`src/sv/spq_pkg.sv`:
```
// Package for the sorted priority queue: request codes, payload structs and
// the per-cell control struct. No dependencies.

package spq_pkg;

  localparam int unsigned DEFAULT_DEPTH = 16;
  localparam int unsigned OPCODE_W      = 2;
  localparam int unsigned VALUE_W       = 32;
  localparam int unsigned POSITION_W    = 4;
  localparam int unsigned COUNT_OUT_W   = 5;

  typedef enum logic [OPCODE_W-1:0] {
    OP_ENQUEUE = 2'd0,
    OP_DEQUEUE = 2'd1,
    OP_INSERT  = 2'd2
  } spq_op_e;

  typedef struct packed {
    logic [OPCODE_W-1:0]          opcode;
    logic signed [VALUE_W-1:0]    item_value;
    logic [POSITION_W-1:0]        position;
  } spq_req_t;

  typedef struct packed {
    logic                         accepted;
    logic [COUNT_OUT_W-1:0]       item_count;
    logic signed [VALUE_W-1:0]    out_value;
  } spq_rsp_t;

  // Broadcast to every cell; at most one bit is set, and only for a carried-out request.
  typedef struct packed {
    logic enq;
    logic deq;
    logic ins;
  } spq_ctrl_t;

endpackage

```
`src/sv/spq_cell.sv`:
```
// One rank of the queue: holds a value, compares it with the incoming value and
// loads, keeps or takes a neighbor's value. Depends on spq_pkg.

module spq_cell
  import spq_pkg::*;
#(
  parameter int unsigned INDEX = 0,
  parameter int unsigned IDX_W = 5
) (
  input  logic                      clk_i,
  input  spq_ctrl_t                 ctrl_i,
  input  logic [IDX_W-1:0]          count_i,
  input  logic [IDX_W-1:0]          pos_i,
  input  logic signed [VALUE_W-1:0] new_value_i,
  input  logic signed [VALUE_W-1:0] left_value_i,
  input  logic signed [VALUE_W-1:0] right_value_i,
  input  logic                      found_i,
  output logic                      found_o,
  output logic signed [VALUE_W-1:0] value_o
);

  localparam logic [IDX_W-1:0] MyIdx = IDX_W'(INDEX);

  logic signed [VALUE_W-1:0] value_q, value_d;
  logic                      occupied;
  logic                      hit;

  assign occupied = MyIdx < count_i;
  assign hit      = occupied && (new_value_i < value_q);
  assign found_o  = found_i | hit;
  assign value_o  = value_q;

  always_comb begin
    value_d = value_q;
    if (ctrl_i.enq) begin
      if (found_i && (MyIdx <= count_i)) begin
        value_d = left_value_i;
      end else if (!found_i && (hit || (MyIdx == count_i))) begin
        value_d = new_value_i;
      end
    end else if (ctrl_i.ins) begin
      if (MyIdx == pos_i) begin
        value_d = new_value_i;
      end else if ((MyIdx > pos_i) && (MyIdx <= count_i)) begin
        value_d = left_value_i;
      end
    end else if (ctrl_i.deq) begin
      if (occupied) begin
        value_d = right_value_i;
      end
    end
  end

  always_ff @(posedge clk_i) begin
    value_q <= value_d;
  end

endmodule

```
`config.mk`:
```
export PLATFORM = sky130hd
export DESIGN_NAME = spq_cell
export DESIGN_NICKNAME = d
export VERILOG_FILES = /design/src/sv/spq_pkg.sv /design/src/sv/spq_cell.sv
export SDC_FILE = /design/constraint.sdc
export NUM_CORES = 1
export LEC_CHECK = 0
export ABC_AREA = 1
export BUFFER_PORTS_ARGS = -buffer_cell sky130_fd_sc_hd__buf_2
export CORE_MARGIN = 5
export CORE_UTILIZATION = 35
export DETAILED_ROUTE_END_ITERATION = 16
export SYNTH_ARGS = -nofsm -noshare
export SYNTH_HDL_FRONTEND = slang
export SYNTH_SLANG_ARGS = --single-unit
```
`constraint.sdc`:
```
create_clock -name clk_i -period 5.9 [get_ports clk_i]
set_input_delay 1.18 -clock clk_i [delete_from_list [all_inputs] [get_ports clk_i]]
set_output_delay 1.18 -clock clk_i [all_outputs]
set_load 0.02 [all_outputs]
```
==> metrics.md <==
| Metric | Value |
|---|---|
| Syn. warnings | `0` |
| DIE AREA | `0.00997 mm2` |
| Final WL | `7.34 mm` |
| Hold Crit Class | `in -> reg` |
| Antenna cell count | `0` |
| Post-layout power | `0.000766 W` |
| Vias | `2588` |
| Synth area leaders | `edfxtp_1 34%, o221ai_2 16%, inv_1 14%, ha_1 14%, nand2_1 9.0%` |
| Core Util, Final | `47.6%` |
| DPL Wire Length | `about 6 mm` |
| Clock sinks | `32` |
| Synth-to-Final Area Change | `31.5%` |
| # resized after CTS | `0` |
| Synth Area in Compound Gates | `21.9%` |
| Synthesized area | `approximately 0.0028 mm2` |
| TNS Setup | `0 ps` |
| Worst r2r src | `value_o[5]` |
| Vias per cell | `4.50` |
| Grt ovf | `0` |
| Relative slew slack | `just under 50%` |
| Drt first pass iters | `4` |
| #FFs+latches synth | `32` |
| Final-report setup violation count | `0` |
| Synth Instances | `328` |
| Slew Limit Fails | `0` |
| Max-cap violations | `0` |
| Wire per inst | `~13 um` |
| Status | `complete, no violations` |
| Flop2flop setup slack | `roughly 3200 ps` |
| Fraction of synthesized area in multiplexers | `0%` |
| Io pins | `144` |
| Main combinational cell family by area after synthesis | `compound AO/OA/AOI/OAI gates` |
| DIE HEIGHT | `99.9 um` |
| Setup WS pre-CTS | `2090 ps` |
| Reg2reg end | `value_o[21]` |
| Initial Utilization | `36.2%` |
| Power density of the placed cells | `206 mW/mm2` |
| Number of DRC markers in iteration 0 | `58` |
| Vias in the first global route | `2699` |
| Crit-path max FO | `2` |
| Crit share post-route | `64.2%` |
| Hold Path End | `value_o[30]` |
| Final hold vios | `0` |
| Total GRT Usage | `14.9%` |
| Worst Max-Slew Pin Slew | `772 ps` |
| Fmax achieved | `0.264 GHz` |
| WP data arrival | `approximately 2600 ps` |
| R2R depth | `16` |
| H-tree depth | `2` |
| Cell Chain, Critical Path | `buf_2 -> ha_1 -> a21oi_1 -> nor2_1 -> nor3_2 -> nand2_1 -> nand2_1 -> nand2_1 -> nand2_1 -> nand2_1 -> nand2_1 -> nand3_2 -> nand2_1 -> buf_2` |
| Synth Area in Adders | `between 10% and 20%` |
| Worst-case clock buffer depth | `2` |
| Design area | `0.00372 mm2` |
| Cell type of the slowest stage on the worst timing path | `ha_1` |
| Delay-heaviest family, CP | `simple AND/OR/NAND/NOR gates` |
| Root Driver | `clkbuf_8` |
| Final worst path period need | `3790 ps` |
| Post-CTS Hold Fix Bufs | `0` |
| Multi-input gate area | `roughly 0.0014 mm2` |
| Hold Startpoint | `right_value_i[30]` |
| Largest register FFs | `32` |
| Synthesized net count | `470` |
| Antenna violations before repair | `1` |
| Core ar. | `0.00781 mm2` |
| Critical path type | `in -> out` |
| Unrepaired setup endpoints after global routing | `no` |
| DRT antenna net count | `0` |
| Post-CTS setup repair buffer count | `0` |
| Site Rows | `32` |
| Worst EP required | `4720 ps` |
| FF/Latch Area | `961 um2` |
| Clock Skews | `4.83 ps` |
| Worst-path clk slew | `70 ps` |
| Die X | `99.9 um` |
| Fill count | `816` |
| Peak VDD IR | `0.0941 mV` |
| Largest net degree at the start of global routing | `33` |
| DRC Markers | `0` |
| Layout cells sized above 1 | `41.4%` |
| CTS buffer count | `5` |
| Worst Hold Depth | `3` |
| Fraction of the yosys area taken by sequential cells | `about 34%` |
| Synth Area in XOR/XNOR | `0%` |
| Critical path endpoint category | `output port` |
| CTS tree | `yes` |
| Synth top area share | `34.0%` |
| Worst setup SP type | `input port` |
| Buf/Inv on CP | `2` |
| Setup slack after layout | `2110 ps` |
| Leakage | `~2.1 nW` |
| # nets final | `about 620` |
| Input/output buffers | `approximately 140` |
| Yosys cell types | `25` |
| Clock Latency Late Sink | `280 ps` |
| Max stage delay on crit path | `300 ps` |
| First-pass GRT wire length | `12.1 mm` |
| Synth Area in Simple Gates | `13.5%` |
| Syn_area_per_cell | `about 8.6 um2` |
| Most frequent CP cell | `nand2_1` |
| Top cell type by total area after synthesis | `edfxtp_1` |
| Placer Congestion | `approximately 0.80` |
| Placed cell area | `0.00364 mm2` |
worst reg2reg max path: stages (launching register included):
cell and delay, ps:
edfxtp_1 380, inv_1 70, ha_1 230, a21oi_1 150, nor2_1 60, nor3_2 90, nand2_1 90, nand2_1 60
nand2_1 60, nand2_1 80, nand2_1 50, nand2_1 60, nand3_2 70, nand3_2 70, nand2_1 50, inv_1 460
buf_4 370
layout make-up:
cell class | instances | area share, %
Tap cell | 102 | 3.43
Multi-Input combinational cell | 178 | 37.6
Inverter | 109 | 11.0
Sequential cell | 32 | 25.8
Timing Repair Buffer | 147 | 20.1
Clock inverter | 2 | 0.202
Clock buffer | 5 | 1.85
cell usage after synthesis:
master / n
inv_1: 105
nand2_1: 68
edfxtp_1: 32
ha_1: 31
o221ai_2: 30
a21oi_1: 15
nor2_1: 11
inv_2: 4
buf_4: 3
buf_6: 3
clkbuf_1: 3
nand3_1: 3
o21ai_0: 3
a21oi_2: 2
nand3_2: 2
nor3_1: 2
nor3_2: 2
o221ai_1: 2
a21boi_4: 1
and2_2: 1
nand4_1: 1
nor2_2: 1
o211ai_2: 1
o21a_1: 1
o21ai_1: 1
how the worst max path moves through the flow:
stage / start / to / slack (ps) / depth (start not counted)
final: new_value_i[5] / found_o / 2110 / 14
after global placement: new_value_i[5] / found_o / 2110 / 14
after CTS: new_value_i[5] / found_o / 2080 / 14
after floorplan: new_value_i[21] / found_o / 2430 / 10
after global routing: new_value_i[5] / found_o / 1930 / 14
after detailed placement: new_value_i[5] / found_o / 2090 / 14
cells in the final DEF, fill, tap and decap left out, types with 4 or more instances in the layout:
| master | netlist | final |
|---|---|---|
| inv_2 | 4 | 4 |
| o221ai_2 | 30 | 30 |
| ha_1 | 31 | 31 |
| inv_1 | 105 | 105 |
| nor2_1 | 11 | 11 |
| buf_2 | 0 | 143 |
| a21oi_1 | 15 | 15 |
| buf_4 | 3 | 4 |
| nand2_1 | 68 | 68 |
| clkbuf_8 | 0 | 5 |
| edfxtp_1 | 32 | 32 |
power by group:
part           internal, W  switching, W  total, W
registers         0.000294     0.0000152  0.000309
logic             0.000120      0.000179  0.000299
clock network    0.0000778     0.0000798  0.000158
total             0.000492      0.000274  0.000766
cells by family after synthesis:
group                    after synthesis
adder cells (fa/ha/maj)               31
AO/OA/AOI/OAI                         56
AND/OR/NAND/NOR                       91
buffers and inverters                118
flip-flops                            32
layer usage:
layer	GRT usage, %	vias up	part of all wire (%)
met5	0	-	0.095
met4	3.05	2	0.63
met3	5.84	7	11
met2	25.8	93	47
met1	17.6	1133	41
li1	-	1353	-
through the flow:
stage                     hold WS (ps)  std cells
final                             1180        575
after global routing              1180        575
after CTS                         1170        575
after detailed placement          1470        568
after global placement            1420        568
after floorplan                   1380        328
No activity file was read; power rests on OpenSTA's default activity.
